### src/design/bpa_pkg.sv
// Shared types and constants for the bitmap page allocator.
package bpa_pkg;

    localparam int MAP_PAGES  = 4096;
    localparam int PAGE_BYTES = 4096;
    localparam int WORD_BITS  = 64;
    localparam int MAP_WORDS  = MAP_PAGES / WORD_BITS;
    localparam int WIX_W      = $clog2(MAP_WORDS);
    localparam int BIX_W      = $clog2(WORD_BITS);
    localparam int PIX_W      = $clog2(MAP_PAGES);
    localparam int SCAN_BITS  = 8;
    localparam int PAGE_W     = 40;
    localparam int CNT_W      = 13;

    typedef enum logic [2:0] {
        CMD_ALLOC = 3'd0,
        CMD_FREE  = 3'd1,
        CMD_MARK  = 3'd2,
        CMD_QUERY = 3'd3,
        CMD_CLEAR = 3'd4
    } t_cmd;

    typedef enum logic [2:0] {
        ST_OK              = 3'd0,
        ST_NO_FIT          = 3'd1,
        ST_OUTSIDE_IGNORED = 3'd2,
        ST_NOT_USED        = 3'd3,
        ST_OUTSIDE         = 3'd4
    } t_status;

    typedef enum logic [0:0] {
        REG_BASE  = 1'b0,
        REG_PAGES = 1'b1
    } t_reg;

    typedef enum logic [3:0] {
        S_IDLE, S_SETUP, S_DECIDE, S_A_RD, S_A_SCAN,
        S_C_RD, S_C_CHK, S_W_RD, S_W_WR, S_DONE
    } t_state;

    typedef struct packed {
        logic [2:0]        command;
        logic [PAGE_W-1:0] range_page;
        logic [CNT_W-1:0]  range_count;
        logic              mark_used;
    } t_in_item;

    typedef struct packed {
        logic [2:0]        status;
        logic [PAGE_W-1:0] result_page;
        logic [CNT_W-1:0]  result_count;
        logic              range_used;
    } t_out_item;

    typedef struct packed {
        logic    item_load;
        logic    setup;
        logic    st_set;
        t_status st_val;
        logic    used_set;
        logic    used_val;
        logic    a_start;
        logic    a_rd;
        logic    a_step;
        logic    c_start;
        logic    w_rd;
        logic    wix_inc;
        logic    wr;
        logic    wval;
        logic    clr_map;
        logic    out_load;
    } t_dp_cmd;

    typedef struct packed {
        logic [2:0] cmd;
        logic       mark;
        logic       cnt_zero;
        logic       in_free;
        logic       in_rng;
        logic       fit_over;
        logic       a_end;
        logic       a_found;
        logic       a_step_end;
        logic       a_word_end;
        logic       chk_ok;
        logic       w_last;
        logic       out_free;
    } t_dp_sts;

endpackage

### src/design/bpa_ctrl.sv
// Controller: sequences each command over the map words.
module bpa_ctrl import bpa_pkg::*; (
    input  logic    i_clk,
    input  logic    i_rst_n,
    input  logic    i_in_valid,
    output logic    o_in_ready,
    input  t_dp_sts i_sts,
    output t_dp_cmd o_cmd
);

    t_state r_state, n_state;
    logic   r_wval, n_wval;

    always_ff @(posedge i_clk) begin
        if (!i_rst_n) begin
            r_state <= S_IDLE;
            r_wval  <= 1'b0;
        end else begin
            r_state <= n_state;
            r_wval  <= n_wval;
        end
    end

    always_comb begin
        n_state    = r_state;
        n_wval     = r_wval;
        o_cmd      = '0;
        o_cmd.wval = r_wval;
        o_in_ready = 1'b0;
        case (r_state)
            S_IDLE: begin
                o_in_ready = 1'b1;
                if (i_in_valid) begin
                    o_cmd.item_load = 1'b1;
                    n_state = S_SETUP;
                end
            end
            S_SETUP: begin
                o_cmd.setup = 1'b1;
                n_state = S_DECIDE;
            end
            S_DECIDE: begin
                n_state = S_DONE;
                case (i_sts.cmd)
                    CMD_ALLOC: begin
                        if (i_sts.cnt_zero) begin
                            o_cmd.st_set = 1'b1;
                            o_cmd.st_val = ST_NO_FIT;
                        end else begin
                            o_cmd.a_start = 1'b1;
                            n_wval  = 1'b1;
                            n_state = S_A_RD;
                        end
                    end
                    CMD_FREE: begin
                        if (!i_sts.in_free) begin
                            o_cmd.st_set = 1'b1;
                            o_cmd.st_val = ST_OUTSIDE_IGNORED;
                        end else if (i_sts.cnt_zero) begin
                            n_state = S_DONE;
                        end else if (i_sts.fit_over) begin
                            o_cmd.st_set = 1'b1;
                            o_cmd.st_val = ST_NOT_USED;
                        end else begin
                            o_cmd.c_start = 1'b1;
                            n_wval  = 1'b0;
                            n_state = S_C_RD;
                        end
                    end
                    CMD_MARK: begin
                        if (!i_sts.in_rng) begin
                            o_cmd.st_set = 1'b1;
                            o_cmd.st_val = ST_OUTSIDE;
                        end else if (!i_sts.cnt_zero) begin
                            o_cmd.c_start = 1'b1;
                            n_wval  = i_sts.mark;
                            n_state = S_W_RD;
                        end
                    end
                    CMD_QUERY: begin
                        if (!i_sts.in_rng) begin
                            o_cmd.st_set = 1'b1;
                            o_cmd.st_val = ST_OUTSIDE;
                        end else if (i_sts.cnt_zero) begin
                            o_cmd.used_set = 1'b1;
                            o_cmd.used_val = 1'b1;
                        end else begin
                            o_cmd.c_start = 1'b1;
                            n_state = S_C_RD;
                        end
                    end
                    CMD_CLEAR: begin
                        o_cmd.clr_map = 1'b1;
                    end
                    default: begin
                        n_state = S_DONE;
                    end
                endcase
            end
            S_A_RD: begin
                if (i_sts.a_end) begin
                    o_cmd.st_set = 1'b1;
                    o_cmd.st_val = ST_NO_FIT;
                    n_state = S_DONE;
                end else begin
                    o_cmd.a_rd = 1'b1;
                    n_state = S_A_SCAN;
                end
            end
            S_A_SCAN: begin
                o_cmd.a_step = 1'b1;
                if (i_sts.a_found) begin
                    n_state = S_W_RD;
                end else if (i_sts.a_step_end) begin
                    o_cmd.st_set = 1'b1;
                    o_cmd.st_val = ST_NO_FIT;
                    n_state = S_DONE;
                end else if (i_sts.a_word_end) begin
                    n_state = S_A_RD;
                end
            end
            S_C_RD: begin
                o_cmd.w_rd = 1'b1;
                n_state = S_C_CHK;
            end
            S_C_CHK: begin
                if (!i_sts.chk_ok) begin
                    // query reports not used; free refuses the range
                    if (i_sts.cmd == CMD_FREE) begin
                        o_cmd.st_set = 1'b1;
                        o_cmd.st_val = ST_NOT_USED;
                    end
                    n_state = S_DONE;
                end else if (!i_sts.w_last) begin
                    o_cmd.wix_inc = 1'b1;
                    n_state = S_C_RD;
                end else if (i_sts.cmd == CMD_FREE) begin
                    o_cmd.c_start = 1'b1;
                    n_state = S_W_RD;
                end else begin
                    o_cmd.used_set = 1'b1;
                    o_cmd.used_val = 1'b1;
                    n_state = S_DONE;
                end
            end
            S_W_RD: begin
                o_cmd.w_rd = 1'b1;
                n_state = S_W_WR;
            end
            S_W_WR: begin
                o_cmd.wr = 1'b1;
                if (i_sts.w_last) begin
                    n_state = S_DONE;
                end else begin
                    o_cmd.wix_inc = 1'b1;
                    n_state = S_W_RD;
                end
            end
            S_DONE: begin
                if (i_sts.out_free) begin
                    o_cmd.out_load = 1'b1;
                    n_state = S_IDLE;
                end
            end
            default: begin
                n_state = S_IDLE;
            end
        endcase
    end

endmodule

### config.mk
export PLATFORM = sky130hd
export DESIGN_NAME = bpa_ctrl
export DESIGN_NICKNAME = d
export VERILOG_FILES = /design/src/design/bpa_pkg.sv /design/src/design/bpa_ctrl.sv
export SDC_FILE = /design/constraint.sdc
export NUM_CORES = 1
export LEC_CHECK = 0
export ABC_AREA = 1
export BUFFER_PORTS_ARGS = -buffer_cell sky130_fd_sc_hd__buf_2
export CORE_MARGIN = 10
export CORE_UTILIZATION = 47
export CTS_BUF_LIST = sky130_fd_sc_hd__clkbuf_8
export DETAILED_ROUTE_END_ITERATION = 10
export PLACE_DENSITY = 0.82
export SYNTH_ARGS = -nofsm -noshare
export SYNTH_HDL_FRONTEND = slang
export SYNTH_SLANG_ARGS = --single-unit
### constraint.sdc
create_clock -name i_clk -period 1.5 [get_ports i_clk]
set_input_delay 0.075 -clock i_clk [delete_from_list [all_inputs] [get_ports i_clk]]
set_output_delay 0.075 -clock i_clk [all_outputs]
set_load 0.05 [all_outputs]
After elaboration in Yosys (flattened, before gate mapping) --
Cells that the tools add are included.
Word-level totals: bits in registers 5, bits of input ports 18, logic and storage cells 105, output and inout port bits 19
Cells by class: reduce and logical (&&, ||, !) cells 7, equality and inequality tests 22, multiplexer cells 74
Operators with widths (number):
- 2-to-1 mux 4 bit | 28
- case mux 4 bit (10 select lines) | 1
- case mux 4 bit (4 select lines) | 2
- 2-to-1 mux 1 bit | 31
- == test 4 x 3 -> 1 bit (second input constant) | 4
- != test 2 bit (second input constant) | 8
- 2-to-1 mux 2 bit | 6
- case mux 4 bit (3 select lines) | 1
- == test 4 x 2 -> 1 bit (second input constant) | 2
- == test 4 bit (second input constant) | 2
- AND reduction 8 bit | 1
- == test 3 x 2 -> 1 bit (second input constant) | 2
- case mux 1 bit (2 select lines) | 3
- == test 4 x 1 -> 1 bit (second input constant) | 1
- logical NOT 4 bit | 1
- != test 4 bit (second input constant) | 1
- case mux 2 bit (2 select lines) | 1
- OR reduction 2 bit | 2
- == test 3 x 1 -> 1 bit (second input constant) | 1
- == test 3 bit (second input constant) | 1
- logical NOT 3 bit | 1
- case mux 1 bit (3 select lines) | 1
- AND reduction 3 bit | 1
- nonzero test 3 bit | 1

Longest topological paths before layout --
Gate-level depths: netlist of the first run.
word-level depth 5, depth in mapped cells 9, mapped depth without buffers 9

Worst setup path after synthesis of the first run --
OpenSTA, ideal clock, no wires.
path type reg2out, start register r_state[1], end output port o_cmd[11] (netlist name), slack -907 ps, stages on the path, launching flop included 8, data arrival time 2332 ps, path buffers 1, data required time 1425 ps, cell sequence dfxtp_1 > inv_2 > nor2_2 > nand2_2 > nor2_4 > inv_1 > o21ai_0 > buf_4
RTL lines:
- from (decl) | line bpa_ctrl.sv:11 | t_state r_state, n_state;
- from (signal assigned) | line bpa_ctrl.sv:19 | r_state <= n_state;
- to (decl) | line bpa_ctrl.sv:8 | output t_dp_cmd o_cmd

==> flow_summary.ini, run 1 <==
[worst_hold_path]
hp-class = input port to register

[floorplanning]
core_um2 = 1490
die-area_um2 = 3550
die_h_um = 59.6
die_x_um = 59.6
pin_count = 37
rows = 14
initial_core_util_pct = 49.4

[detailed_routing]
detail-route-antenna-nets = 0
vias = 1092
via_per_inst = 5.30
drcViolationCount = 0
first_pass_iters = 4
drt-wirelength-per-cell_um = 13.6
drtIter0Drc = 24
wl_mm = 2.80

[grt]
antenna_found_initial = 0
grt_pass1_vias = 1050
grt_pass1_wl_mm = 4.29
gr-total-overflow = 0
grt_max_degree = 8
grtUsageTotal_pct = 14.4

[sta]
hold_viol = 0
setup_viol_count_final = 2
period_share_pct = 101
holdWs_ps = 98.6
rsz0062_at_grt = true
fin_skew_ps = 0.699
drv_slew = 0
slew_headroom_pct = 78.1
tightest_slew_ps = 328
worst_slack_ps = -18.2
fmax_ghz = 0.659
finalCriticalPeriod_ps = 1520

[setup_path]
r2r-end = r_state[0]
r2r_start = r_state[0]
reg2regPathDepth = 6
endpoint = o_cmd[10]
critPathKind = register to output port
rrSetupSlack_ps = 70
startpoint = r_state[1]
worstPathRequired_ps = 1420
worst_setup_path_start_kind = register
endpoint_kind = output port
path_max_fanout = 4
crit_arrival_ps = 1440

[cells_and_area]
area_delta_synth_final_pct = 56.8
mostFrequentLayoutCells = 41 x nand2_1, 26 x inv_1, 26 x buf_2
fillCellCount = 113
multiInputGateArea_um2 = 587
n_antenna_cell = 0
layout_commonest_cell = nand2_1
fin_nets = 209
regArea_um2 = 110
post-route-util_pct = 77.5
drive_above_1_share_pct = 37.9

[clock_network]
clk_pin_slew_ps = 40
clk_path_buf_depth = 2
cts_root_buffer = clkbuf_8
cts_buffers = 3
cts.sinks = 5
htreeDepth = 1
postCtsHoldBufs = 0
insertion_delay_ps = 220
cts_tree = yes

[synthesis]
synth.avg_cell_area_um2 = 5.00
synth_area_um2 = 736
syn_nets = 165
yosysTopAreaCell = nand2_1
yosysWarnings = 0
yosysSeqAreaShare_pct = 13.6
synthTopCellsByArea = nand2_1 21%, dfxtp_1 14%, inv_1 13%
synth_top_area_share_pct = 21.4
synth_cells = 147
ys_ff_latch = 5
synth_cell_type_count = 18

[place]
dp_hpwl_mm = 2.07
portBuffers = 36
pre_cts_ws_ps = 73.9
gp_congestion = 0.889

[power]
irDropWorstVdd_v = 0.000987
total_power_mw = 1.07
p_leak_nw = 0.706
p_per_area_nw_per_um2 = 924

[outcome]
outcome = finished with violations
violations = negative setup slack

[run]
drv_cap = 0
[final cells by class]
class                           instances  area share, %
Tap cell                               16           1.74
Sequential cell                         5           9.54
Timing Repair Buffer                   41           24.3
Multi-Input combinational cell        111           50.9
Clock inverter                          1          0.325
Clock buffer                            3           3.58
Inverter                               29           9.65
[worst max-delay path, stage by stage (launching register included)]
cell	delay, ps
dfxtp_4	370
inv_4	40
nor2_4	160
nand2_4	90
nor2_4	150
inv_2	70
o21ai_4	160
buf_6	180
[where the power goes]
| part | leakage, nW | total [mW] | internal [mW] | switching [mW] |
|---|---|---|---|---|
| registers | 0.0430 | 0.194 | 0.159 | 0.0347 |
| clock network | 0.0269 | 0.239 | 0.175 | 0.0635 |
| logic | 0.636 | 0.633 | 0.180 | 0.453 |
[registers in the layout, indices dropped and copies added (netlist names)]
signal,cells
r_state,4
r_wval,1
[metrics by stage]
step / TNS (ps) / area [µm²] / std cells
2_1_floorplan: -1140 / 749 / 147
3_3_place_gp: 0 / 942 / 198
3_5_place_dp: 0 / 942 / 198
4_1_cts: 0 / 1050 / 204
5_1_grt: -379 / 1150 / 206
6_report: -25.7 / 1150 / 206
[logic make-up after synthesis]
kind of cell | count (synthesis) | synth area share (%)
compound gates | 10 | 7.14
flops | 5 | 13.6
simple gates | 101 | 62.4
buf+inv | 31 | 16.8
[routing by layer]
metal / global-route usage [%] / vias up / routed length, µm
met5: 0 / - / 0
met4: 8.01 / 0 / 150
met3: 4.51 / 16 / 190
met2: 24.8 / 55 / 1360
met1: 15.1 / 479 / 1100
li1: - / 542 / -
[synth_stat cells]
cell type,count
nor2_2,6
dfxtp_1,5
nand3_1,17
o21bai_1,1
nand2_2,2
nor3_1,6
nor2_1,21
nand3_2,1
inv_1,26
nor4_1,1
or2_2,1
a21oi_1,3
nor2_4,2
inv_2,3
o21ai_0,6
nand4_1,2
buf_4,2
nand2_1,42
[what timing repair did]
item                                    in CTS  in global routing
gates resized for setup                     18                 23
pin swaps                                    2                  5
buffers inserted                             2                  2
endpoints found under the hold margin        0                  0
endpoints found under the setup margin       9                 14
[worst min-delay path by stage]
stage | from | endpoint | slack [ps] | depth (start not counted)
2_1_floorplan | i_rst_n | r_wval | 200 | 2
3_3_place_gp | i_rst_n | r_wval | 310 | 3
3_5_place_dp | i_rst_n | r_wval | 320 | 3
4_1_cts | i_rst_n | r_wval | 100 | 3
5_1_grt | i_rst_n | r_wval | 120 | 3
6_report | i_rst_n | r_wval | 100 | 3
Power figures use the tool's default switching activity.
==> run 2: changes to the inputs <==
Settings changed: CORE_MARGIN 10 to 2.
==> flow_summary.ini, run 2 (synthesis gave the netlist of run 1 again) <==
[cells_and_area]
fillCellCount = 129
design_area_um2 = 1110
largestRegisters = r_state: 4 flops, r_wval: 1 flops
n_antenna_cell = 0
multiInputGateArea_um2 = 568
regArea_um2 = 110
drive_above_1_share_pct = 36.2
area_delta_synth_final_pct = 50.8
mostFrequentLayoutCells = 41 x nand2_1, 28 x buf_2, 26 x inv_1
final_cell_count_no_fill = 204
post-route-util_pct = 74.5
top_register = r_state
largest_register_ffs = 4
layout_commonest_cell = nand2_1
fin_nets = 207

[place]
dpl.cell_count = 197
dp_hpwl_mm = 1.73
post_dp_cell_area_um2 = 935
gp_congestion = 0.878
pre_cts_ws_ps = 65.0
portBuffers = 36

[power]
p_per_area_nw_per_um2 = 937
power.internal_mw = 0.496
total_power_mw = 1.04
p_seq_share_pct = 19.1
p_leak_nw = 0.693
pwr-share-comb_pct = 57.4
power_switching_mw = 0.544
swShare_pct = 52.3
irDropWorstVdd_v = 0.000719
clock_power_share_pct = 23.6

[floorplanning]
die_x_um = 43.6
die-area_um2 = 1900
pin_count = 37
die_h_um = 43.6
rows = 14
core_um2 = 1490
initial_core_util_pct = 49.4

[sta]
setup_viol_count_final = 7
finalCriticalPeriod_ps = 1560
setup_tns_ps = -220
holdWs_ps = 90.8
worst_slack_ps = -63.8
slew_headroom_pct = 80.9
fin_skew_ps = 1.52
tightest_slew_ps = 284
fmax_ghz = 0.639
hold_viol = 0
period_share_pct = 104
rsz0062_at_grt = true
drv_slew = 0

[clock_network]
postCtsHoldBufs = 0
insertion_delay_ps = 220
cts_tree = yes
clk_path_buf_depth = 2
cts.sinks = 5
htreeDepth = 1
clk_pin_slew_ps = 30
cts_root_buffer = clkbuf_8
cts_buffers = 3

[setup_path]
r2r_start = r_state[2]
r2r-end = r_state[1]
endpoint_kind = output port
reg2regPathDepth = 8
path_max_fanout = 5
crit_arrival_ps = 1490
rrSetupSlack_ps = 110
worst_setup_path_start_kind = register
worstPathRequired_ps = 1420
critPathKind = register to output port

[grt]
grtUsageTotal_pct = 23.3
grt_pass1_wl_mm = 3.42
grt_pass1_vias = 899
gr-total-overflow = 0
grt_max_degree = 8
antenna_found_initial = 0

[worst_hold_path]
holdPathStages = 3
hold_path_end = r_wval
hp-start = i_rst_n
hp-class = input port to register

[detailed_routing]
drt-wirelength-per-cell_um = 12.7
drcViolationCount = 0
detail-route-antenna-nets = 0
wl_mm = 2.60
vias = 1111
drtIter0Drc = 36
first_pass_iters = 5
via_per_inst = 5.45

[run]
drv_cap = 0

[outcome]
violations = negative setup slack
outcome = finished with violations
-- run 2: routing by layer --
layer	track usage [%]	vias to the layer above	wire, µm
li1	-	536	-
met1	25.8	499	1010
met2	42.1	61	1330
met3	4.17	15	140
met4	11.5	0	114
met5	0	-	0
-- run 2: layout make-up --
cell class              instances  share of cell area (%)
well taps                      16                    1.80
clock buffers                   3                    3.72
clock inverters                 1                   0.338
repair buffers                 39                    22.8
inverters                      29                    10.3
flip-flops and latches          5                    9.92
multi-input cells             111                    51.2
-- run 2: worst max-delay path by stage --
stage | startpoint | endpoint
after detailed placement | r_state[1] | o_cmd[13]
after CTS | r_state[2] | o_cmd[10]
after global placement | r_state[2] | o_cmd[13]
after floorplan | r_state[3] | r_state[0]
after global routing | r_state[1] | o_cmd[10]
final | r_state[1] | o_cmd[10]
-- run 2: critical path: stages (launching register included) --
cell	delay (ps)
dfxtp_4	380
inv_4	50
nor2_4	150
nand2_4	110
nor2_4	140
inv_2	70
o21ai_4	180
buf_6	180
-- run 2: what timing repair did --
item / in CTS / in global routing
setup buffers: 1 / 2
endpoints found under the hold margin: 0 / 0
resized for setup: 15 / 19
setup endpoints to repair: 8 / 10
pin swaps: 1 / 4
-- run 2: power by group through the flow --
stage,clock [mW],combinational [mW],sequential [mW]
after global placement,0,0.528,0.181
after floorplan,0,0.413,0.179
after global routing,0.259,0.641,0.200
after detailed placement,0,0.533,0.183
final,0.245,0.596,0.198
after CTS,0.245,0.551,0.188
==> run 3: changes to the inputs <==
Settings changed: SKIP_CTS_REPAIR_TIMING set to 1.
==> flow_summary.ini, run 3 (synthesis gave the netlist of run 1 again) <==
[outcome]
outcome = finished with violations
violations = negative setup slack

[setup_path]
critPathKind = register to output port
path_max_fanout = 5
rrSetupSlack_ps = 70
worst_setup_path_start_kind = register
startpoint = r_state[1]
r2r-end = r_state[1]
endpoint = o_cmd[13]
reg2regPathDepth = 8
worstPathRequired_ps = 1420
crit_arrival_ps = 1480
endpoint_kind = output port
r2r_start = r_state[2]

[cells_and_area]
mostFrequentLayoutCells = 42 x nand2_1, 28 x buf_2, 26 x inv_1
post-route-util_pct = 73.3
largestRegisters = r_state: 4 flops, r_wval: 1 flops
top_register = r_state
layout_commonest_cell = nand2_1
largest_register_ffs = 4
area_delta_synth_final_pct = 48.3
fin_nets = 207
drive_above_1_share_pct = 35.1
n_antenna_cell = 0

[grt]
antenna_found_initial = 0
grt_max_degree = 8
grtUsageTotal_pct = 21.9
grt_pass1_vias = 862
grt_pass1_wl_mm = 3.22
gr-total-overflow = 0

[sta]
fin_skew_ps = 1.42
worst_slack_ps = -54.0
period_share_pct = 104
setup_viol_count_final = 5
fmax_ghz = 0.644
tightest_slew_ps = 293
holdWs_ps = 88.9
slew_headroom_pct = 80.3
rsz0062_at_grt = true
finalCriticalPeriod_ps = 1550
drv_slew = 0
hold_viol = 0

[floorplanning]
core_um2 = 1490
rows = 14
initial_core_util_pct = 49.4
die-area_um2 = 1900
die_h_um = 43.6
die_x_um = 43.6
pin_count = 37

[detailed_routing]
via_per_inst = 5.19
met3_length_um = 146
wl_mm = 2.44
dr.max_layer_used = met4
first_pass_iters = 4
detail-route-antenna-nets = 0
drt-wirelength-per-cell_um = 11.9
drcViolationCount = 0
wirelength_met1_mm = 1.00
vias = 1058
met2_length_mm = 1.22
drtIter0Drc = 26

[clock_network]
cts.sinks = 5
htreeDepth = 1
clk_pin_slew_ps = 30
cts_root_buffer = clkbuf_8
cts_tree = yes
clk_path_buf_depth = 2
cts_buffers = 3
insertion_delay_ps = 230

[place]
portBuffers = 36
dp_hpwl_mm = 1.73
gp_congestion = 0.878

[power]
p_per_area_nw_per_um2 = 952
p_leak_nw = 0.689
irDropWorstVdd_v = 0.000701

[run]
drv_cap = 0

[worst_hold_path]
holdPathStages = 3
hp-class = input port to register
## run 3: critical path, cell delays in order, from the launching register on
cell,delay [ps]
dfxtp_4,380
inv_4,40
nor2_4,160
nand2_4,90
nor3_2,160
o21bai_1,180
buf_4,240
## run 3: worst min path at each step
| stage | start | endpoint | slack, ps |
|---|---|---|---|
| after floorplan | i_rst_n | r_wval | 200 |
| after global placement | i_rst_n | r_wval | 320 |
| after detailed placement | i_rst_n | r_wval | 330 |
| after CTS | i_rst_n | r_wval | 100 |
| after global routing | i_rst_n | r_wval | 110 |
| final | i_rst_n | r_wval | 90 |
## run 3: cell type report
| class | count | area [µm²] |
|---|---|---|
| Multi-Input combinational cell | 111 | 563 |
| Fill cell | 134 | 398 |
| Timing Repair Buffer | 39 | 241 |
| Inverter | 29 | 111 |
| Sequential cell | 5 | 110 |
| Clock buffer | 3 | 41.3 |
| Tap cell | 16 | 20.0 |
| Clock inverter | 1 | 3.75 |
## run 3: metrics by stage
step                total power, mW  instance area, µm²  TNS (ps)  worst slack, ps  instances
CTS                           0.962                 980     -1010             -180        201
detailed placement            0.716                 935         0             65.0        197
floorplan                     0.592                 749     -1140             -210        147
global route                   1.10                1090      -524            -91.9        204
finish                         1.04                1090      -145            -54.0        204
global placement              0.709                 935         0              145        197
## run 3: report_power, final
part           internal [mW]  switching (mW)  total, mW
Sequential             0.159          0.0387      0.198
Combinational          0.162           0.431      0.593
Clock                  0.176          0.0715      0.247
Total                  0.497           0.541       1.04
## run 3: routing by layer
metal | GRT usage [%] | up-vias
met4 | 9.70 | 0
met3 | 2.50 | 8
met1 | 24.7 | 458
met5 | 0 | -
met2 | 40.6 | 54
li1 | - | 538
